==> config.mk <==
export PLATFORM = sky130hd
export DESIGN_NAME = brbrc_ctl
export DESIGN_NICKNAME = d
export VERILOG_FILES = /design/src/hdl/brbrc_pkg.sv /design/src/hdl/brbrc_ctl.sv
export SDC_FILE = /design/constraint.sdc
export NUM_CORES = 1
export LEC_CHECK = 0
export BUFFER_PORTS_ARGS = -buffer_cell sky130_fd_sc_hd__buf_2
export CORE_MARGIN = 4
export CORE_UTILIZATION = 55
export CTS_CLUSTER_DIAMETER = 120
export DETAILED_ROUTE_END_ITERATION = 8
export GPL_ROUTABILITY_DRIVEN = 0
export HOLD_SLACK_MARGIN = 0.02
export PLACE_DENSITY = 0.81
export SLEW_MARGIN = 0
export SYNTH_ARGS = -nofsm -noshare
export SYNTH_HDL_FRONTEND = slang
export SYNTH_SLANG_ARGS = --single-unit
==> constraint.sdc <==
create_clock -name clk -period 5.25 [get_ports clk]
set_clock_uncertainty 0.05 [all_clocks]
set_input_delay 1.05 -clock clk [delete_from_list [all_inputs] [get_ports clk]]
set_output_delay 1.05 -clock clk [all_outputs]
set_load 0.1 [all_outputs]
==> src/hdl/brbrc_pkg.sv <==
// ----------------------------------------------------------------------------
// brbrc_pkg: shared types and constants
// Codes, default sizes and the result record of the byte ring buffer.
// ----------------------------------------------------------------------------
package brbrc_pkg;

  localparam int STORE_DEPTH_DEF = 1024;
  localparam int MAX_BURST_DEF   = 64;

  // Result queue between the sequencer and the output port.
  localparam int OBUF_DEPTH = 4;
  localparam int OBUF_LW    = $clog2(OBUF_DEPTH + 1);

  // Item kinds.
  localparam logic [2:0] KIND_CLEAR   = 3'd0;
  localparam logic [2:0] KIND_RESERVE = 3'd1;
  localparam logic [2:0] KIND_PUT     = 3'd2;
  localparam logic [2:0] KIND_COMMIT  = 3'd3;
  localparam logic [2:0] KIND_ABORT   = 3'd4;
  localparam logic [2:0] KIND_READ    = 3'd5;
  localparam logic [2:0] KIND_PEEK    = 3'd6;
  localparam logic [2:0] KIND_SEARCH  = 3'd7;

  // Result status codes.
  localparam logic [1:0] ST_OK        = 2'd0;
  localparam logic [1:0] ST_REFUSED   = 2'd1;
  localparam logic [1:0] ST_NOT_FOUND = 2'd2;
  localparam logic [1:0] ST_EMPTY     = 2'd3;

  typedef struct packed {
    logic [1:0]  status;
    logic [7:0]  data;
    logic        valid;
    logic [9:0]  offset;
    logic [10:0] amount;
    logic [10:0] fill;
    logic        last;
  } res_t;

endpackage

==> src/hdl/brbrc_ctl.sv <==
// ----------------------------------------------------------------------------
// brbrc_ctl: ring control and walk sequencer
// Holds head, fill, reservation and capacity; runs store walks for
// read, peek and search.
// ----------------------------------------------------------------------------
module brbrc_ctl #(
  parameter int STORE_DEPTH = brbrc_pkg::STORE_DEPTH_DEF,
  parameter int MAX_BURST   = brbrc_pkg::MAX_BURST_DEF,
  parameter int AW          = $clog2(STORE_DEPTH)
) (
  input  logic                          clk,
  input  logic                          rst_n,
  input  logic                          cfg_valid,
  input  logic [10:0]                   cfg_data,
  input  logic                          in_valid,
  output logic                          in_ready,
  input  logic [2:0]                    in_kind,
  input  logic [7:0]                    in_byte,
  input  logic [10:0]                   in_count,
  output logic                          mem_we,
  output logic [AW-1:0]                 mem_waddr,
  output logic [7:0]                    mem_wdata,
  output logic                          mem_re,
  output logic [AW-1:0]                 mem_raddr,
  input  logic [7:0]                    mem_rdata,
  input  logic [brbrc_pkg::OBUF_LW-1:0] ob_level,
  output logic                          push,
  output brbrc_pkg::res_t               push_data
);

  localparam int LW = (AW + 1 > 11) ? AW + 1 : 11;
  localparam logic [LW-1:0] DEPTH_L = LW'(STORE_DEPTH);
  localparam logic [LW-1:0] BURST_L = LW'(MAX_BURST);

  localparam logic S_IDLE = 1'b0;
  localparam logic S_WALK = 1'b1;

  logic          state_r, state_nxt;
  logic [AW-1:0] head_r, head_nxt;
  logic [LW-1:0] held_r, held_nxt;
  logic          open_r, open_nxt;
  logic [LW-1:0] resv_r, resv_nxt;
  logic [LW-1:0] staged_r, staged_nxt;
  logic [AW-1:0] put_ptr_r, put_ptr_nxt;
  logic [LW-1:0] cap_r, cap_nxt;
  logic [AW-1:0] rd_ptr_r, rd_ptr_nxt;
  logic [LW-1:0] left_r, left_nxt;
  logic          pend_r, pend_nxt;
  logic [LW-1:0] pend_idx_r, pend_idx_nxt;
  logic [LW-1:0] next_idx_r, next_idx_nxt;
  logic [LW-1:0] last_idx_r, last_idx_nxt;
  logic          srch_r, srch_nxt;
  logic [7:0]    key_r, key_nxt;
  logic [LW-1:0] amt_r, amt_nxt;

  logic          accept;
  logic [LW-1:0] cnt_l;
  logic [LW-1:0] cfg_l;
  logic [LW:0]   tail_sum;
  logic [LW:0]   tail_w;
  logic [LW-1:0] put_inc;
  logic [LW-1:0] rd_inc;
  logic [LW-1:0] n_rd;
  logic [LW:0]   head_sum;
  logic [LW:0]   head_w;
  logic [LW-1:0] n_cm;
  logic          hit;
  logic          room;
  logic          issue;

  assign in_ready = (state_r == S_IDLE) && (ob_level < brbrc_pkg::OBUF_LW'(brbrc_pkg::OBUF_DEPTH));
  assign accept   = in_valid && in_ready;
  assign cnt_l    = LW'(in_count);
  assign cfg_l    = LW'(cfg_data);

  // Wrapped pointer arithmetic; every sum stays below twice the capacity.
  assign tail_sum = {1'b0, LW'(head_r)} + {1'b0, held_r};
  assign tail_w   = (tail_sum >= {1'b0, cap_r}) ? tail_sum - {1'b0, cap_r} : tail_sum;
  assign put_inc  = LW'(put_ptr_r) + LW'(1);
  assign rd_inc   = LW'(rd_ptr_r) + LW'(1);
  assign n_cm     = (cnt_l < resv_r) ? cnt_l : resv_r;

  always_comb begin
    n_rd = (cnt_l < held_r) ? cnt_l : held_r;
    if (n_rd > BURST_L) begin
      n_rd = BURST_L;
    end
  end

  assign head_sum = {1'b0, LW'(head_r)} + {1'b0, n_rd};
  assign head_w   = (head_sum >= {1'b0, cap_r}) ? head_sum - {1'b0, cap_r} : head_sum;

  assign hit   = pend_r && srch_r && (mem_rdata == key_r);
  // The read issued now lands next cycle; keep a slot for it and for any
  // beat landing this cycle.
  assign room  = ({1'b0, ob_level} + (brbrc_pkg::OBUF_LW + 1)'(pend_r))
                 < (brbrc_pkg::OBUF_LW + 1)'(brbrc_pkg::OBUF_DEPTH);
  assign issue = (state_r == S_WALK) && (left_r != '0) && !hit && room;

  always_comb begin
    state_nxt    = state_r;
    head_nxt     = head_r;
    held_nxt     = held_r;
    open_nxt     = open_r;
    resv_nxt     = resv_r;
    staged_nxt   = staged_r;
    put_ptr_nxt  = put_ptr_r;
    cap_nxt      = cap_r;
    rd_ptr_nxt   = rd_ptr_r;
    left_nxt     = left_r;
    pend_nxt     = 1'b0;
    pend_idx_nxt = pend_idx_r;
    next_idx_nxt = next_idx_r;
    last_idx_nxt = last_idx_r;
    srch_nxt     = srch_r;
    key_nxt      = key_r;
    amt_nxt      = amt_r;

    mem_we    = 1'b0;
    mem_waddr = put_ptr_r;
    mem_wdata = in_byte;
    mem_re    = 1'b0;
    mem_raddr = rd_ptr_r;

    push      = 1'b0;
    push_data = '0;
    push_data.last = 1'b1;
    push_data.status = brbrc_pkg::ST_OK;

    if (cfg_valid) begin
      // Capacity write: clamp into range, empty the ring.
      if (cfg_l == '0) begin
        cap_nxt = LW'(1);
      end else if (cfg_l > DEPTH_L) begin
        cap_nxt = DEPTH_L;
      end else begin
        cap_nxt = cfg_l;
      end
      head_nxt   = '0;
      held_nxt   = '0;
      open_nxt   = 1'b0;
      resv_nxt   = '0;
      staged_nxt = '0;
    end else if (accept) begin
      push = 1'b1;
      case (in_kind)
        brbrc_pkg::KIND_CLEAR: begin
          head_nxt   = '0;
          held_nxt   = '0;
          open_nxt   = 1'b0;
          resv_nxt   = '0;
          staged_nxt = '0;
        end
        brbrc_pkg::KIND_RESERVE: begin
          if (open_r || ((cap_r - held_r) < cnt_l)) begin
            push_data.status = brbrc_pkg::ST_REFUSED;
          end else begin
            open_nxt    = 1'b1;
            resv_nxt    = cnt_l;
            staged_nxt  = '0;
            put_ptr_nxt = tail_w[AW-1:0];
            push_data.amount = cnt_l[10:0];
          end
        end
        brbrc_pkg::KIND_PUT: begin
          if (!open_r || (staged_r >= resv_r)) begin
            push_data.status = brbrc_pkg::ST_REFUSED;
          end else begin
            mem_we      = 1'b1;
            staged_nxt  = staged_r + LW'(1);
            put_ptr_nxt = (put_inc == cap_r) ? '0 : put_inc[AW-1:0];
            push_data.amount = 11'd1;
          end
        end
        brbrc_pkg::KIND_COMMIT: begin
          if (!open_r) begin
            push_data.status = brbrc_pkg::ST_REFUSED;
          end else begin
            held_nxt   = held_r + n_cm;
            open_nxt   = 1'b0;
            resv_nxt   = '0;
            staged_nxt = '0;
            push_data.amount = n_cm[10:0];
          end
        end
        brbrc_pkg::KIND_ABORT: begin
          if (!open_r) begin
            push_data.status = brbrc_pkg::ST_REFUSED;
          end else begin
            open_nxt   = 1'b0;
            resv_nxt   = '0;
            staged_nxt = '0;
          end
        end
        brbrc_pkg::KIND_READ, brbrc_pkg::KIND_PEEK: begin
          if (held_r == '0) begin
            push_data.status = brbrc_pkg::ST_EMPTY;
          end else begin
            if (in_kind == brbrc_pkg::KIND_READ) begin
              head_nxt = head_w[AW-1:0];
              held_nxt = held_r - n_rd;
            end
            if (n_rd != '0) begin
              // Bytes follow from the walk; hold the beat until then.
              push         = 1'b0;
              state_nxt    = S_WALK;
              rd_ptr_nxt   = head_r;
              left_nxt     = n_rd;
              next_idx_nxt = '0;
              last_idx_nxt = n_rd - LW'(1);
              srch_nxt     = 1'b0;
              amt_nxt      = n_rd;
            end
          end
        end
        default: begin
          // Search.
          if (held_r == '0) begin
            push_data.status = brbrc_pkg::ST_NOT_FOUND;
          end else begin
            push         = 1'b0;
            state_nxt    = S_WALK;
            rd_ptr_nxt   = head_r;
            left_nxt     = held_r;
            next_idx_nxt = '0;
            last_idx_nxt = held_r - LW'(1);
            srch_nxt     = 1'b1;
            key_nxt      = in_byte;
            amt_nxt      = '0;
          end
        end
      endcase
      push_data.fill = held_nxt[10:0];
    end else if (state_r == S_WALK) begin
      push_data.fill = held_r[10:0];
      if (pend_r) begin
        if (!srch_r) begin
          push             = 1'b1;
          push_data.data   = mem_rdata;
          push_data.valid  = 1'b1;
          push_data.amount = amt_r[10:0];
          push_data.last   = (pend_idx_r == last_idx_r);
          if (pend_idx_r == last_idx_r) begin
            state_nxt = S_IDLE;
          end
        end else if (hit) begin
          push             = 1'b1;
          push_data.offset = pend_idx_r[9:0];
          state_nxt        = S_IDLE;
        end else if (pend_idx_r == last_idx_r) begin
          push             = 1'b1;
          push_data.status = brbrc_pkg::ST_NOT_FOUND;
          state_nxt        = S_IDLE;
        end
      end
      if (issue) begin
        mem_re       = 1'b1;
        rd_ptr_nxt   = (rd_inc == cap_r) ? '0 : rd_inc[AW-1:0];
        left_nxt     = left_r - LW'(1);
        pend_nxt     = 1'b1;
        pend_idx_nxt = next_idx_r;
        next_idx_nxt = next_idx_r + LW'(1);
      end
    end
  end

  always_ff @(posedge clk) begin
    if (!rst_n) begin
      state_r    <= S_IDLE;
      head_r     <= '0;
      held_r     <= '0;
      open_r     <= 1'b0;
      resv_r     <= '0;
      staged_r   <= '0;
      put_ptr_r  <= '0;
      cap_r      <= DEPTH_L;
      left_r     <= '0;
      pend_r     <= 1'b0;
    end else begin
      state_r    <= state_nxt;
      head_r     <= head_nxt;
      held_r     <= held_nxt;
      open_r     <= open_nxt;
      resv_r     <= resv_nxt;
      staged_r   <= staged_nxt;
      put_ptr_r  <= put_ptr_nxt;
      cap_r      <= cap_nxt;
      left_r     <= left_nxt;
      pend_r     <= pend_nxt;
    end
  end

  always_ff @(posedge clk) begin
    rd_ptr_r   <= rd_ptr_nxt;
    pend_idx_r <= pend_idx_nxt;
    next_idx_r <= next_idx_nxt;
    last_idx_r <= last_idx_nxt;
    srch_r     <= srch_nxt;
    key_r      <= key_nxt;
    amt_r      <= amt_nxt;
  end

endmodule

==> impl_metrics.ini <==
[sta]
timing.final.hold_violations = 0
report.final.setup_viol = 32
max_slew.worst_pin.slew_ns = 1.20
post-route-worst-setup-slack_ns = -1.06
timing.hold.ws_ns = 0.437
timing_max_transition_violations_final = 0
finalCritPeriodShare_pct = 120
slew_headroom_pct = 19.2
rsz0062_at_grt = yes
final.min_clock_period_ns = 6.31
fmaxAchievable_mhz = 159

[critical_path]
crit_start = in_count[8]
arrival_ns = 5.21
worst_setup_path_end = push_data[10]
worst_r2r_startpoint = held_r[8]
cp_slowest_stage_delay_ns = 0.58
timing.reg2reg.worst_path_depth = 27
critical_path.startpoint_type = input port
crit_cells = 21
critical_path.endpoint_type = output pin
critical_path.cell_chain = buf_8 > ha_4 > a21o_1 > a21o_1 > a21oi_2 > o21ai_4 > buf_6 > mux2i_2 > or2_4 > buf_6 > ha_4 > nor2b_4 > o21a_1 > o21ai_2 > a21oi_2 > nand4_1 > and4b_1 > xnor2_2 > a2111oi_4 > o32ai_4 > buf_12
setup.reg_to_reg.worst_slack_ns = -0.17
cp_data_required_time_ns = 4.15
crit-reg2reg-capture = head_r[0]
critical_path_buf_inv_count = 4
crit_path_max_fanout = 5
timing.critical_path.slowest_stage_cell = sky130_fd_sc_hd__a2111oi_4
criticalPathCategory = in -> out
worst_path_dominant_cell_family = compound AO/OA/AOI/OAI gates

[route]
route.detailed.vias_per_inst = 6.56
drtAntennaViolNets = 0
wl_per_cell_um = 22.9
drt-pass1-iter-count = 9
routed_via_count = 13600
drc_errors = 0
routed_wl_mm = 47.6
drt_first_iter_violations = 1654

[clock_network]
clkSlewWorstSetupHoldPaths_ns = 0.07
cts_root_buf = sky130_fd_sc_hd__clkbuf_16
numCtsBuffers = 17
clock_latency_ns = 0.46
max-clock-path-buffers = 2
cts.sinks = 141
tritoncts = done
hold_buffers = 0
ctsHtreeMaxLevel = 4

[outcome]
outcome = finished, violations left
violations = setup timing

[global_route]
global_route.usage.total_pct = 35.0
first_global_vias = 13100
pin_count_of_the_biggest_net_entering_global_routing = 52
grt_pass1_wl_mm = 68.4
globalRoute.totalOverflow = 0
grt_antenna_before_repair = 0

[synthesis]
ys.flop_type = sky130_fd_sc_hd__dfxtp_1
number_of_synthesized_flops_with_an_enable_pin = 63
synth.ff_latch_count = 141
postSynthCellCount = 1490
syn_area_um2 = 12300
synth_top_area_share_pct = 15.4
synth_async_sr_flop_share_pct = 0
synth-warning-count = 0
syn-mean-instance-area_um2 = 8.23
synth_top_cells_by_area = sky130_fd_sc_hd__edfxtp_1 (15%), sky130_fd_sc_hd__dfxtp_1 (13%), sky130_fd_sc_hd__ha_1 (12%), sky130_fd_sc_hd__xnor2_1 (6.4%), sky130_fd_sc_hd__a21oi_1 (4.3%)
share_of_the_yosys_chip_area_belonging_to_registers_pct = 28.2
post-synth-top-area-cell = sky130_fd_sc_hd__edfxtp_1
synth.lib_cells_used.distinct = 91

[cells_and_area]
fin_nets = 1957
syn2layout_area_growth_pct = 35.6
filler_cell_count = 1386
sequential_cell_area_um2 = 3460
layout-drive-gt1-share_pct = 32.0
multi_input_comb_area_um2 = 9180
finish.cell_count_without_fillers = 2076
antenna_cells_inserted = 0
utilization_pct = 75.9

[placement]
placement.io_buffers = 123
numPlacedInstances = 1997
hpwlAfterDp_mm = 31.9
placement.setup.worst_slack_ns = -0.760

[job]
drv.max_cap_violation_count = 0

[floorplan]
floorplan.die_area_um2 = 24700
design.portCount = 124
floorplan.initialDensity_pct = 56.0
floorplan.core_area_um2 = 21900
std_cell_rows = 54
fp.dieH_um = 157
chipWidth_um = 157

[power]
p_leak_nw = 6.96
pwr_density_cell_nw_per_um2 = 210
vdd_drop_max_uv = 179

[hold_path]
timing.hold.worst.class = reg -> reg
==> placed cells by master (no fill, tap or decap), drive strengths merged, types with 55 or more instances in the layout <==
cell / instances
a21oi: 107
buf: 327
dfxtp: 78
edfxtp: 63
ha: 119
inv: 102
nand2: 135
nand3: 55
nor2: 136
o21ai: 110
xnor2: 89
==> cells in the mapped netlist, drive strengths merged (6+ instances only) <==
master,instances
nor2b,20
or2,10
nand4,17
and2,34
a21o,25
inv,94
dfxtp,78
clkbuf,38
a22o,20
o21bai,7
a22oi,12
buf,25
nand2,135
and3,19
nor2,136
a311oi,6
o21a,8
o22ai,12
o211ai,7
xor2,41
xnor2,89
or3,12
nand3,55
nand2b,18
a211oi,11
o21ai,110
ha,119
a31oi,7
nor4,8
edfxtp,63
mux2i,18
mux2,9
a21oi,107
nor3,34
fa,7
==> timing repair <==
action	4_1_cts	5_1_grt
endpoints found under the setup margin	31	32
gates resized for setup	118	68
pin swaps	83	64
buffers inserted	36	16
gates cloned	2	0
==> kinds of logic (layout without fill, tap and decap cells) <==
logic type	Yosys count	after routing	synth area share, %
simple gates	515	515	20.6
compound gates	391	391	20.9
buf+inv	158	456	5.42
flops	141	141	28.2
xor+xnor	130	130	9.29
fa+ha+maj	126	126	13.3
mux	27	27	2.30
other cells	2	10	0.0613
==> power by group <==
group	leakage [nW]	internal [W]	switching [W]	total, W
registers	1.22	0.00115	0.0000146	0.00117
logic	5.45	0.000438	0.000578	0.00102
clock network	0.297	0.000687	0.000620	0.00131
==> worst register-to-register path, cell delays in order, from the launching register on <==
cell and delay (ns):
sky130_fd_sc_hd__dfxtp_1 0.33, sky130_fd_sc_hd__inv_1 0.24, sky130_fd_sc_hd__ha_4 0.26, sky130_fd_sc_hd__a21o_1 0.17, sky130_fd_sc_hd__a21o_1 0.16, sky130_fd_sc_hd__a21oi_2 0.17
sky130_fd_sc_hd__o21ai_4 0.13, sky130_fd_sc_hd__buf_6 0.16, sky130_fd_sc_hd__mux2i_2 0.15, sky130_fd_sc_hd__or2_4 0.29, sky130_fd_sc_hd__buf_6 0.14, sky130_fd_sc_hd__inv_4 0.05
sky130_fd_sc_hd__ha_4 0.18, sky130_fd_sc_hd__a21o_1 0.19, sky130_fd_sc_hd__a21oi_2 0.19, sky130_fd_sc_hd__o21ai_2 0.08, sky130_fd_sc_hd__or4_4 0.43, sky130_fd_sc_hd__nand2_2 0.09
sky130_fd_sc_hd__xnor2_2 0.13, sky130_fd_sc_hd__ha_1 0.28, sky130_fd_sc_hd__nand4_1 0.14, sky130_fd_sc_hd__nor2_1 0.07, sky130_fd_sc_hd__o41a_1 0.41, sky130_fd_sc_hd__o21ai_2 0.21
sky130_fd_sc_hd__a21oi_4 0.11, sky130_fd_sc_hd__buf_12 0.15, sky130_fd_sc_hd__mux2_2 0.28, sky130_fd_sc_hd__o21ai_2 0.10
==> metrics by stage <==
step | instance area, um2 | TNS [ns] | total power [W]
2_1_floorplan | 12800 | -1.68 | 0.00172
3_3_place_gp | 15000 | -7.06 | 0.00196
3_5_place_dp | 15000 | -9.74 | 0.00198
4_1_cts | 16300 | -6.66 | 0.00335
5_1_grt | 16600 | -20.97 | 0.00358
6_report | 16600 | -16.16 | 0.00349
==> cell type report <==
cell class / count / share of cell area [%]
inverters: 95 / 2.23
repair buffers: 329 / 15.9
clock inverters: 15 / 1.12
well taps: 280 / 2.11
clock buffers: 17 / 2.56
multi-input cells: 1199 / 55.2
flip-flops and latches: 141 / 20.8
==> how the worst min path moves through the flow <==
stage,start,endpoint,slack [ns],cells after the start
6_report,resv_r[2],resv_r[2],0.44,2
5_1_grt,next_idx_r[10],pend_idx_r[10],0.46,0
4_1_cts,resv_r[4],resv_r[4],0.43,2
2_1_floorplan,next_idx_r[3],pend_idx_r[3],0.39,0
3_3_place_gp,next_idx_r[10],pend_idx_r[10],0.41,0
3_5_place_dp,resv_r[4],resv_r[4],0.42,2
==> layer usage <==
metal	wire (um)	vias to the layer above	part of all wire [%]	GRT usage [%]
met2	21300	1111	45	57.0
met4	3820	0	8.0	23.4
li1	-	5938	-	-
met5	0	-	0	0
met1	16500	6248	35	41.2
met3	5930	318	12	8.14
==> state kept, by name, indices dropped and copies added (netlist names) <==
name and count:
amt_r 11, cap_r 11, held_r 11, last_idx_r 11, left_r 11, next_idx_r 11, pend_idx_r 11, resv_r 11
staged_r 11, head_r 10, mem_raddr 10, mem_waddr 10, key_r 8, open_r 1, pend_r 1, srch_r 1
state_r 1
Note: power is estimated with default switching activity, not from simulation.
