===== src/hdl/brbrc_pkg.sv =====
// ----------------------------------------------------------------------------
// brbrc_pkg: shared types and constants
// Codes, default sizes and the result record of the byte ring buffer.
// ----------------------------------------------------------------------------
package brbrc_pkg;

  localparam int STORE_DEPTH_DEF = 1024;
  localparam int MAX_BURST_DEF   = 64;

  // Result queue between the sequencer and the output port.
  localparam int OBUF_DEPTH = 4;
  localparam int OBUF_LW    = $clog2(OBUF_DEPTH + 1);

  // Item kinds.
  localparam logic [2:0] KIND_CLEAR   = 3'd0;
  localparam logic [2:0] KIND_RESERVE = 3'd1;
  localparam logic [2:0] KIND_PUT     = 3'd2;
  localparam logic [2:0] KIND_COMMIT  = 3'd3;
  localparam logic [2:0] KIND_ABORT   = 3'd4;
  localparam logic [2:0] KIND_READ    = 3'd5;
  localparam logic [2:0] KIND_PEEK    = 3'd6;
  localparam logic [2:0] KIND_SEARCH  = 3'd7;

  // Result status codes.
  localparam logic [1:0] ST_OK        = 2'd0;
  localparam logic [1:0] ST_REFUSED   = 2'd1;
  localparam logic [1:0] ST_NOT_FOUND = 2'd2;
  localparam logic [1:0] ST_EMPTY     = 2'd3;

  typedef struct packed {
    logic [1:0]  status;
    logic [7:0]  data;
    logic        valid;
    logic [9:0]  offset;
    logic [10:0] amount;
    logic [10:0] fill;
    logic        last;
  } res_t;

endpackage


===== src/hdl/brbrc_obuf.sv =====
// ----------------------------------------------------------------------------
// brbrc_obuf: result queue
// Small FIFO of result records feeding the output stream port.
// ----------------------------------------------------------------------------
module brbrc_obuf (
  input  logic                                clk,
  input  logic                                rst_n,
  input  logic                                push,
  input  brbrc_pkg::res_t                     push_data,
  output logic [brbrc_pkg::OBUF_LW-1:0]       level,
  output logic                                out_valid,
  input  logic                                out_ready,
  output brbrc_pkg::res_t                     out_data
);

  localparam int PW = $clog2(brbrc_pkg::OBUF_DEPTH);

  brbrc_pkg::res_t                  entry_r [brbrc_pkg::OBUF_DEPTH];
  logic [PW-1:0]                    wr_ptr_r, wr_ptr_nxt;
  logic [PW-1:0]                    rd_ptr_r, rd_ptr_nxt;
  logic [brbrc_pkg::OBUF_LW-1:0]    level_r, level_nxt;
  logic                             pop;

  assign pop       = out_valid && out_ready;
  assign out_valid = (level_r != '0);
  assign out_data  = entry_r[rd_ptr_r];
  assign level     = level_r;

  always_comb begin
    wr_ptr_nxt = push ? wr_ptr_r + PW'(1) : wr_ptr_r;
    rd_ptr_nxt = pop ? rd_ptr_r + PW'(1) : rd_ptr_r;
    level_nxt  = level_r;
    if (push && !pop) begin
      level_nxt = level_r + brbrc_pkg::OBUF_LW'(1);
    end else if (pop && !push) begin
      level_nxt = level_r - brbrc_pkg::OBUF_LW'(1);
    end
  end

  always_ff @(posedge clk) begin
    if (!rst_n) begin
      wr_ptr_r <= '0;
      rd_ptr_r <= '0;
      level_r  <= '0;
    end else begin
      wr_ptr_r <= wr_ptr_nxt;
      rd_ptr_r <= rd_ptr_nxt;
      level_r  <= level_nxt;
    end
  end

  always_ff @(posedge clk) begin
    if (push) begin
      entry_r[wr_ptr_r] <= push_data;
    end
  end

endmodule


===== config.mk =====
export PLATFORM = sky130hd
export DESIGN_NAME = brbrc_obuf
export DESIGN_NICKNAME = d
export VERILOG_FILES = /design/src/hdl/brbrc_pkg.sv /design/src/hdl/brbrc_obuf.sv
export SDC_FILE = /design/constraint.sdc
export NUM_CORES = 1
export LEC_CHECK = 0
export BUFFER_PORTS_ARGS = -buffer_cell sky130_fd_sc_hd__buf_2
export CAP_MARGIN = 20
export CORE_UTILIZATION = 59
export DETAILED_ROUTE_END_ITERATION = 8
export PLACE_DENSITY = 0.82
export SLEW_MARGIN = 10
export SYNTH_ARGS = -nofsm -noshare
export SYNTH_HDL_FRONTEND = slang
export SYNTH_SLANG_ARGS = --single-unit

===== constraint.sdc =====
create_clock -name clk -period 5.9 [get_ports clk]
set_input_delay 0.59 -clock clk [delete_from_list [all_inputs] [get_ports clk]]
set_output_delay 0.59 -clock clk [all_outputs]
set_load 0.02 [all_outputs]

==> metrics.md, run 1 <==
| Metric | Value |
|---|---|
| Area growth syn-to-layout | `18.3%` |
| Min-Delay Path Depth | `1` |
| R2R Path Start | `level[1]` |
| Max-slew violations | `0` |
| Vias in the first global route | `3138` |
| Routed vias/inst | `5.70` |
| Max Buffers Root-to-Sink | `2` |
| Final min period | `2.78 ns` |
| Min-delay worst type | `input port to register` |
| Total GRT Usage | `20.1%` |
| Die height | `110 um` |
| Hold-fix buffers, CTS | `0` |
| Post-CTS setup buffers | `0` |
| HPWL after DPL | `6610 um` |
| Post-route ant nets | `0` |
| Total Wirelength | `11300 um` |
| Post-Synthesis Cells | `272` |
| # DRC | `0` |
| Met2 WL | `5820 um` |
| Final worst-path cycle share | `47.1%` |
| Register area share after synthesis | `79.7%` |
| Critical Path Max Stage Delay | `0.92 ns` |
| F_max | `360 MHz` |
| Vias | `3072` |
| Core area | `11400 um^2` |
| Clk pin slew, worst setup/hold paths | `0.06 ns` |
| Arrival time worst endpoint | `2.19 ns` |
| Synth Warn # | `0` |
| Peak supply drop | `0.230 mV` |
| CP startpoint kind | `register` |
| Largest net degree at the start of global routing | `45` |
| CTS buffer count | `17` |
| Yosys cell types | `21` |
| Critical path fanouts, max | `44` |
| Starting density of the core | `60.3%` |
| Worst Skew | `0.00678 ns` |
| Gpl congestion | `0.702` |
| Multi-input combinational cell area | `1270 um^2` |
| Reg-to-reg critical path endpoint | `level[2]` |
| CTS tree | `yes` |
| Setup TNS | `0 ns` |
| Slew headroom | `41.3%` |
| Worst slew pin tran | `0.881 ns` |
| Flop2flop setup slack | `3.81 ns` |
| Cts repair resizes | `0` |
| Non-Filler Instances | `539` |
| Power per Cell Area | `438 nW/um^2` |
| Buffers on Ports | `95` |
| Wire length per cell | `21.0 um` |
| Final core utilization | `71.4%` |
| Post-Route M1 WL | `4730 um` |
| First-pass GRT wire length | `16700 um` |
| DR pass1 iterations | `4` |
| Clock Sinks | `185` |
| Die span in x | `110 um` |
| Slowest library cell on the worst path | `dfxtp_4` |
| Share of post-route cells with drive strength above 1 | `44.2%` |
| Clk_lat worst skew | `0.41 ns` |
| Syn Area/Cell | `25.2 um^2` |
| Initial DRC Count | `223` |
| Global route overflow | `0` |
| Post-synth net total | `326` |
| Met3 WL | `705 um` |
| Die area | `12100 um^2` |
| FF-to-FF path depth | `7` |
| I/O pin total | `96` |
| Crit. End Element | `output pin` |
| Root buffer cell | `clkbuf_16` |
| Hold_sp | `push_data[36]` |
| Final Hold Fails | `0` |
| DR top layer | `met4` |
| H-Tree Depth | `4` |
| Status | `finished clean` |
| Endpoints failing setup | `0` |
| Initial antenna violation count | `2` |
| Crit Path Class | `register to output pin` |
| Worst endpoint required time | `5.31 ns` |
| Sequential Area | `5470 um^2` |
| Max-Cap Viols | `0` |
| Cell area after synthesis | `6860 um^2` |
| RSZ-0062 raised after global routing | `false` |
| DP Cell Count | `504` |
| Leak Pwr | `2.78 nW` |
| Final net count | `435` |
| Cell Rows | `39` |
| Crit path cell chain | `mux4_1 -> buf_2` |
| Worst Hold Path EP | `entry_r[3][36]` |
| Seq cells post-synth | `185` |
| Layout fillers | `682` |
synth_stat cells:
cell type	instances	area [um^2]
buf_12	4	80.1
o31ai_2	1	12.5
ha_1	5	62.6
a21boi_0	1	7.51
o21ai_0	1	5.00
inv_1	3	11.3
buf_6	1	11.3
clkbuf_2	1	5.00
o311ai_1	1	8.76
mux4_1	4	105
mux4_2	40	901
mux2i_1	2	20.0
and2_1	9	56.3
edfxtp_1	176	5290
xnor2_1	3	26.3
buf_2	4	20.0
or3_1	2	12.5
dfxtp_1	9	180
nor2b_1	2	12.5
xor2_1	2	17.5
fa_1	1	20.0
where the power goes:
group	internal [W]	total, W	switching (W)
logic	0.000345	0.000690	0.000345
clock network	0.000788	0.00122	0.000437
registers	0.00152	0.00164	0.000121
total	0.00265	0.00356	0.000903
metrics by stage:
stage	setup slack [ns]	total power, W	hold WS (ns)	cell area, um^2
after floorplan	3.84	0.00221	0.528	6860
after global placement	3.49	0.00235	0.530	7440
after detailed placement	3.49	0.00237	0.575	7440
after CTS	3.03	0.00359	0.371	8090
after global routing	2.96	0.00370	0.375	8110
final	3.12	0.00356	0.395	8120
logic make-up (layout without fill, tap and decap cells):
kind of cell | count (synthesis) | count (layout) | share of synthesized area [%]
AOI/OAI and AO/OA | 4 | 4 | 0.492
adders and majority gates | 6 | 6 | 1.20
buffers and inverters | 13 | 135 | 1.86
DFF | 185 | 185 | 79.7
xor gates and xnor gates | 5 | 5 | 0.638
muxes | 46 | 46 | 15.0
and+or+nand+nor | 13 | 13 | 1.19
other | 0 | 2 | 0
layer usage:
layer / vias up / global-route usage (%)
met2: 102 / 31.7
met1: 1594 / 26.1
met3: 4 / 6.88
met5: - / 0
met4: 0 / 7.52
li1: 1372 / -
cell type report:
class / count / area share, %
flip-flops and latches: 185 / 67.4
multi-input cells: 74 / 15.7
repair buffers: 100 / 6.48
clock buffers: 25 / 5.98
well taps: 143 / 2.20
clock inverters: 7 / 2.05
inverters: 3 / 0.139
diodes: 2 / 0.0617
cell usage in the layout (no fill, tap or decap):
cell type / n
fa_1: 1
clkbuf_1: 5
and2_2: 4
ha_1: 5
clkbuf_16: 17
mux4_1: 4
diode_2: 2
buf_12: 1
buf_4: 4
a21boi_0: 1
and2_1: 5
xor2_1: 2
inv_1: 3
buf_2: 95
clkinvlp_4: 1
clkinv_4: 1
mux4_2: 40
xnor2_1: 3
o31ai_2: 1
dfxtp_2: 1
or3_1: 2
nor2b_1: 2
o21ai_0: 1
o311ai_1: 1
dfxtp_1: 7
bufinv_16: 5
clkbuf_8: 3
mux2i_1: 2
dfxtp_4: 1
edfxtp_1: 176
worst max-delay path, delay by kind of cell (launching register included):
family	cells	cell delay (ns)
buffers and inverters	1	0.18
flip-flops	1	0.92
multiplexers	1	0.66
worst max path at each step:
| stage | from | endpoint | slack [ns] | cells after the start |
|---|---|---|---|---|
| 2_1_floorplan | push | entry_r[0][0] | 3.84 | 1 |
| 3_3_place_gp | register | out_data[33] | 3.49 | 2 |
| 3_5_place_dp | register | out_data[33] | 3.49 | 2 |
| 4_1_cts | register | out_data[33] | 3.03 | 2 |
| 5_1_grt | register | out_data[41] | 2.96 | 2 |
| 6_report | register | out_data[33] | 3.12 | 2 |
sequential cells by signal, summed over array words and instances (netlist names), named ones only:
signal / count
entry_r: 176
level: 3
rd_ptr_r: 2
wr_ptr_r: 2
(Power assumes the default switching activity.)
==> run 2, diff against run 1 <==
--- a/config.mk
+++ b/config.mk
@@ -5,11 +5,12 @@
 export SDC_FILE = /design/constraint.sdc
 export NUM_CORES = 1
 export LEC_CHECK = 0
+export ABC_AREA = 1
 export BUFFER_PORTS_ARGS = -buffer_cell sky130_fd_sc_hd__buf_2
 export CAP_MARGIN = 20
-export CORE_UTILIZATION = 59
+export CORE_UTILIZATION = 57
 export DETAILED_ROUTE_END_ITERATION = 8
-export PLACE_DENSITY = 0.82
+export PLACE_DENSITY = 0.79
 export SLEW_MARGIN = 10
 export SYNTH_ARGS = -nofsm -noshare
 export SYNTH_HDL_FRONTEND = slang
==> constraint.sdc (replaced) <==
create_clock -name clk -period 2.76 [get_ports clk]
set_input_delay 0.276 -clock clk [delete_from_list [all_inputs] [get_ports clk]]
set_output_delay 0.276 -clock clk [all_outputs]
set_load 0.02 [all_outputs]
==> run 2 against run 1 <==
Wire length rose by 24%. First-iteration DRC count rose by 51%. Non-clock buffer count rose by 3. Global-route usage rose by 3.1 points. Area after synthesis rose by 3.0%. Sequential share of layout area fell by 1.2 points. Synthesized cell count rose by 79%. Total power rose by 110%. Critical endpoint is now out_data[8].
==> metrics.md, run 2 <==
| Metric | Value |
|---|---|
| Status | `finished clean` |
| Buffers on Ports | `95 (unchanged)` |
| Reg-to-reg critical path endpoint | `level[2]` |
| CTS tree | `yes` |
| Routed vias/inst | `5.68 (-0.31%)` |
| Critical path fanouts, max | `44 (unchanged)` |
| DR pass1 iterations | `7 (+3)` |
| Max-slew violations | `0 (unchanged)` |
| Fin area | `8260 um^2 (+1.8%)` |
| Total Wirelength | `14000 um (+24%)` |
| Hold_sp | `push_data[5]` |
| I/O pin total | `96 (unchanged)` |
| Syn Area/Cell | `14.5 um^2 (-42%)` |
| Post-synth net total | `541 (+66%)` |
| Final min period | `2.46 ns` |
| Total GRT Usage | `23.2% (+3.1 points)` |
| Worst slew pin tran | `0.764 ns (-0.117 ns)` |
| Layout fillers | `810 (+19%)` |
| Post-CTS setup buffers | `0 (unchanged)` |
| F_max | `406 MHz` |
| Multi-input combinational cell area | `1360 um^2 (+6.8%)` |
| Root buffer cell | `clkbuf_16` |
| Top reg by flops | `entry_r` |
| Power per Cell Area | `913 nW/um^2 (+110%)` |
| Slew headroom | `49.0% (+7.7 points)` |
| Worst Hold Path EP | `entry_r[0][5]` |
| Starting density of the core | `58.6% (-1.8 points)` |
| Worst Skew | `0.00578 ns (-0.00101 ns)` |
| CP startpoint kind | `register` |
| Min-delay worst type | `input port to register` |
| DP Cell Count | `731 (+45%)` |
| CTS buffer count | `17 (unchanged)` |
| Area growth syn-to-layout | `16.9%` |
| Share of post-route cells with drive strength above 1 | `26.3% (-18 points)` |
| Final Hold Fails | `0 (unchanged)` |
| Initial antenna violation count | `1 (-1)` |
| Leak Pwr | `2.95 nW (+6.2%)` |
| Cell Rows | `40 (+2.6%)` |
| Hold-fix buffers, CTS | `0 (unchanged)` |
| Global route overflow | `0 (unchanged)` |
| Cts repair resizes | `0 (unchanged)` |
| Die span in x | `113 um (+3.2%)` |
| Highest-count cells in the layout ignoring fill and taps | `176 x edfxtp_1, 95 x buf_2, 84 x nor2_1, 84 x o21ai_0, 34 x o22ai_1` |
| Initial DRC Count | `336 (+51%)` |
| Crit. End Element | `output pin` |
| Clock Sinks | `185 (unchanged)` |
| Synth Warn # | `0 (unchanged)` |
| Top-area cell type share of the netlist area | `74.8% (-2.2 points)` |
| Synth Flop Type | `edfxtp_1` |
| Synth area leaders | `edfxtp_1 75%, o21ai_0 6.0%, nor2_1 4.5%` |
| Synth top cells by count | `176 x edfxtp_1, 84 x nor2_1, 84 x o21ai_0` |
| Final worst-path cycle share | `89.1%` |
| Die height | `113 um (+3.2%)` |
| Register area share after synthesis | `77.4% (-2.3 points)` |
| Gpl congestion | `0.799 (+14%)` |
| Peak supply drop | `0.506 mV (+120%)` |
| Seq cells post-synth | `185 (unchanged)` |
| First-pass GRT wire length | `22000 um (+32%)` |
| Most common cell after layout, fill and taps aside | `edfxtp_1` |
| Max-Cap Viols | `0 (unchanged)` |
| Worst Hold Slack | `0.0663 ns (-0.329 ns)` |
| # DRC | `0 (unchanged)` |
| Arrival time worst endpoint | `2.18 ns (about the same)` |
| Endpoints failing setup | `0 (unchanged)` |
| Vias | `4324 (+41%)` |
| H-Tree Depth | `4 (unchanged)` |
| Post-synthesis async set-or-reset flop share | `0% (unchanged)` |
| Sequential Area | `5470 um^2 (about the same)` |
| Min-Delay Path Depth | `1 (unchanged)` |
| Largest register FFs | `176 (unchanged)` |
| Die area | `12800 um^2 (+6.5%)` |
| RSZ-0062 raised after global routing | `false` |
| Wire length per cell | `18.4 um (-12%)` |
| Flop2flop setup slack | `0.91 ns (-2.90 ns)` |
| Number of flops mapped to enable cells by yosys | `176 (unchanged)` |
| Crit Path Class | `register to output pin` |
| Clk pin slew, worst setup/hold paths | `0.06 ns (about the same)` |
| R2R Path Start | `level[0]` |
| Clk_lat worst skew | `0.42 ns (about the same)` |
| Post-synth top area cell | `edfxtp_1` |
| Post-route ant nets | `0 (unchanged)` |
| Cell area after synthesis | `7070 um^2 (+3.0%)` |
| Final net count | `636 (+46%)` |
| Worst endpoint required time | `2.48 ns (-2.83 ns)` |
| Post-Synthesis Cells | `487 (+79%)` |
| Setup TNS | `0 ns (unchanged)` |
| FF-to-FF path depth | `12 (+5)` |
| Ant diodes | `0 (-2)` |
| Top-count cell post-synth | `edfxtp_1` |
| Largest net degree at the start of global routing | `89 (+98%)` |
| Total power | `0.00754 W (+110%)` |
| HPWL after DPL | `8020 um (+21%)` |
| Yosys cell types | `22 (+4.8%)` |
| Non-Filler Instances | `761 (+41%)` |
| Core area | `12100 um^2 (+6.1%)` |
| Max Buffers Root-to-Sink | `2 (unchanged)` |
| Placement Cell Area | `7670 um^2 (+3.2%)` |
| Vias in the first global route | `4336 (+38%)` |
==> run 2: cell types whose count changed in the layout (fill, tap and decap cells not counted), sizes merged, moves of 6 or more <==
| cell | delta |
|---|---|
| clkbuf | -7 |
| inv | +13 |
| nor2 | +94 |
| nand2 | +15 |
| o21ai | +90 |
| and2 | -9 |
| clkinv | +6 |
| mux4 | -44 |
| o22ai | +44 |
==> run 2: worst max-delay path by stage <==
stage	from	to	slack, ns
4_1_cts	register	out_data[8]	0.27
3_3_place_gp	register	out_data[21]	0.85
2_1_floorplan	level[0]	level[1]	0.88
3_5_place_dp	register	out_data[8]	0.76
5_1_grt	register	out_data[8]	0.12
6_report	register	out_data[8]	0.30
==> run 2: final cells by class <==
type | count | area share [%]
clock buffer | 18 | 5.19
clock inverter | 12 | 1.91
inverter | 16 | 0.788
multi-input combinational | 259 | 16.4
sequential | 185 | 66.2
tap | 168 | 2.54
timing repair buffer | 103 | 6.94
==> run 2: through the flow <==
| stage | setup slack (ns) | util, % |
|---|---|---|
| floorplan | 0.881 | - |
| global placement | 0.851 | 63.6 |
| detailed placement | 0.762 | 63.6 |
| finish | 0.300 | 68.5 |
| global route | 0.118 | 68.5 |
| CTS | 0.275 | 68.5 |
==> run 2: cell families after synthesis <==
family | count (synthesis) | synth area share [%]
AO/OA/AOI/OAI | 140 | 11.6
adder cells (fa/ha/maj) | 6 | 1.17
AND/OR/NAND/NOR | 112 | 6.36
buffers and inverters | 43 | 3.42
XOR/XNOR | 1 | 0.124
flip-flops | 185 | 77.4
==> run 2: report_power, final <==
group,internal (W),leakage (nW),total [W],switching [W]
Combinational,0.000544,0.977,0.00180,0.00126
Sequential,0.00323,1.69,0.00332,0.0000939
Clock,0.00149,0.285,0.00241,0.000929
==> run 2: routing by layer <==
metal  part of all wire (%)  vias up  routed length [um]  global-route usage (%)
met5                      0        -                   0                       0
met4                    1.4        0                 191                    8.86
met3                    8.4       23                1180                    7.71
met1                     40     2129                5540                    27.9
met2                     51      173                7080                    39.0
li1                       -     1999                   -                       -
==> run 2: worst max-delay path: stages, from the launching register on <==
cell     delay, ns
dfxtp_2       0.43
inv_2         0.61
o21ai_0       0.27
o22ai_1       0.24
buf_2         0.21
==> run 3, diff against run 2 <==
--- a/config.mk
+++ b/config.mk
@@ -5,7 +5,6 @@
 export SDC_FILE = /design/constraint.sdc
 export NUM_CORES = 1
 export LEC_CHECK = 0
-export ABC_AREA = 1
 export BUFFER_PORTS_ARGS = -buffer_cell sky130_fd_sc_hd__buf_2
 export CAP_MARGIN = 20
 export CORE_UTILIZATION = 57
==> run 3 against run 2 <==
The flow now finishes with violations (design-rule violations). Non-clock buffer count increased by 1. Cell area decreased by 1.4%. Clock power increased by 2%. Worst hold slack got worse by 0.0020 ns. Cell count decreased by 29%. Flip-flop and latch count unchanged. Sequential share of layout area increased by 0.97 points. Sequential power increased by 3%. Register-to-register slack got worse by 0.33 ns. Fmax increased by 5.1%. Largest cell class unchanged.
==> metrics.md, run 3 (same netlist as run 1, synthesis figures left out) <==
| Metric | Value |
|---|---|
| Global route overflow | `0 (unchanged)` |
| Endpoints failing setup | `0 (unchanged)` |
| Worst slew pin tran | `0.557 ns (-0.207 ns)` |
| Clk pin slew, worst setup/hold paths | `0.06 ns (about the same)` |
| DR pass1 iterations | `6 (-1)` |
| Crit. End Element | `output pin` |
| Worst Hold Path EP | `entry_r[2][15]` |
| Max-Cap Viols | `0 (unchanged)` |
| Min-Delay Path Depth | `1 (unchanged)` |
| R2R Path Start | `level[1]` |
| Buffers on Ports | `95 (unchanged)` |
| Worst endpoint required time | `2.48 ns (about the same)` |
| FF-to-FF path depth | `7 (-5)` |
| Clk_lat worst skew | `0.42 ns (about the same)` |
| Die span in x | `112 um (-1.4%)` |
| Clock Sinks | `185 (unchanged)` |
| Highest-count cells in the layout ignoring fill and taps | `176 x edfxtp_1, 95 x buf_2, 40 x mux4_2, 17 x clkbuf_16, 7 x dfxtp_1` |
| Initial antenna violation count | `1 (unchanged)` |
| Die height | `112 um (-1.4%)` |
| Hold-fix buffers, CTS | `0 (unchanged)` |
| F_max | `427 MHz (+5.1%)` |
| Largest register FFs | `176 (unchanged)` |
| CTS buffer count | `17 (unchanged)` |
| Total GRT Usage | `19.3% (-3.9 points)` |
| Final min period | `2.34 ns (-0.120 ns)` |
| Power per Cell Area | `922 nW/um^2 (+0.99%)` |
| Vias | `3053 (-29%)` |
| Core area | `11600 um^2 (-4.1%)` |
| Max Buffers Root-to-Sink | `2 (unchanged)` |
| Die area | `12500 um^2 (-2.9%)` |
| Flop2flop setup slack | `0.58 ns (-0.33 ns)` |
| Top reg by flops | `entry_r` |
| Slew headroom | `62.9% (+14 points)` |
| HPWL after DPL | `6780 um (-15%)` |
| Final Hold Fails | `0 (unchanged)` |
| Cts repair resizes | `0 (unchanged)` |
| Final net count | `439 (-31%)` |
| Ant diodes | `0 (unchanged)` |
| Post-route ant nets | `0 (unchanged)` |
| Arrival time worst endpoint | `2.06 ns (-0.12 ns)` |
| Critical path fanouts, max | `20 (-55%)` |
| Worst Skew | `0.00720 ns (+0.00142 ns)` |
| CP startpoint kind | `register` |
| Hold_sp | `push_data[15]` |
| # DRC | `5 (+5)` |
| Min-delay worst type | `input port to register` |
| Most common cell after layout, fill and taps aside | `edfxtp_1` |
| Starting density of the core | `59.3% (+0.74 points)` |
| Setup TNS | `0 ns (unchanged)` |
| CTS tree | `yes` |
| Crit Path Class | `register to output pin` |
| Final core utilization | `70.4% (+1.9 points)` |
| Vias in the first global route | `3205 (-26%)` |
| Root buffer cell | `clkbuf_16` |
| Cell Rows | `39 (-2.5%)` |
| Initial DRC Count | `240 (-29%)` |
| Max-slew violations | `0 (unchanged)` |
| Area growth syn-to-layout | `18.7%` |
| Leak Pwr | `2.80 nW (-5.4%)` |
| Largest net degree at the start of global routing | `28 (-69%)` |
| Worst Hold Slack | `0.0643 ns (-0.00201 ns)` |
| I/O pin total | `96 (unchanged)` |
| Status | `finished with violations` |
| Gpl congestion | `0.703 (-12%)` |
| Final worst-path cycle share | `84.8% (-4.4 points)` |
| Share of post-route cells with drive strength above 1 | `45.2% (+19 points)` |
| RSZ-0062 raised after global routing | `false` |
| Wire length per cell | `20.1 um (+9.4%)` |
| Reg-to-reg critical path endpoint | `level[2]` |
| Failing checks | `design-rule violations` |
| Routed vias/inst | `5.64 (-0.68%)` |
| Total Wirelength | `10900 um (-22%)` |
| H-Tree Depth | `4 (unchanged)` |
| First-pass GRT wire length | `17200 um (-22%)` |
| Post-CTS setup buffers | `0 (unchanged)` |
| Peak supply drop | `0.586 mV (+16%)` |
## run 3: cell count changes in the layout (fill, tap and decap cells not counted), moves of 5 or more
cell and delta:
mux4_2 +40, inv_1 -7, and2_1 +5, o22ai_2 -10, o22ai_1 -34, o21ai_0 -83, nor2_2 -10, inv_2 -5
o21ai_1 -7, nand2_1 -15, nor2_1 -84, a21oi_1 -5
## run 3: cell type report
| cell class | instances | area (um^2) |
|---|---|---|
| clock buffers | 17 | 425 |
| clock inverters | 15 | 183 |
| fillers | 705 | 3420 |
| inverters | 3 | 11.3 |
| multi-input cells | 74 | 1270 |
| flip-flops and latches | 185 | 5470 |
| well taps | 143 | 179 |
| repair buffers | 104 | 606 |
## run 3: metal layers
layer	GRT usage (%)	share of wire, %	wire length (um)
met3	5.55	5.1	558
met5	0	0.11	12
met1	24.2	41	4450
met4	8.65	1.3	140
met2	31.7	53	5730
## run 3: how the worst max path moves through the flow
stage | end | cells past startpoint | slack, ns | from
2_1_floorplan | level[2] | 7 | 0.73 | level[1]
3_3_place_gp | level[2] | 7 | 0.78 | level[1]
3_5_place_dp | level[2] | 7 | 0.62 | level[1]
4_1_cts | out_data[6] | 3 | 0.36 | register
5_1_grt | out_data[30] | 3 | 0.28 | register
6_report | out_data[6] | 3 | 0.42 | register
## run 3: power breakdown
group | leakage, nW | switching [W] | internal [W]
sequential | 1.69 | 0.000160 | 0.00325
clock | 0.291 | 0.000966 | 0.00150
combinational | 0.813 | 0.000854 | 0.000785
total | 2.80 | 0.00198 | 0.00553
## run 3: critical path, cell delays in order (launching register included)
cell and delay [ns]:
dfxtp_4 0.62, buf_4 0.32, mux4_2 0.53, buf_2 0.17
## run 3: stage by stage
step	setup slack, ns	instances	power (W)	area [um^2]
final	0.420	541	0.00751	8150
after global routing	0.281	541	0.00779	8150
after CTS	0.356	541	0.00759	8150
after detailed placement	0.623	509	0.00514	7540
after global placement	0.780	509	0.00510	7540
after floorplan	0.726	272	0.00471	6860
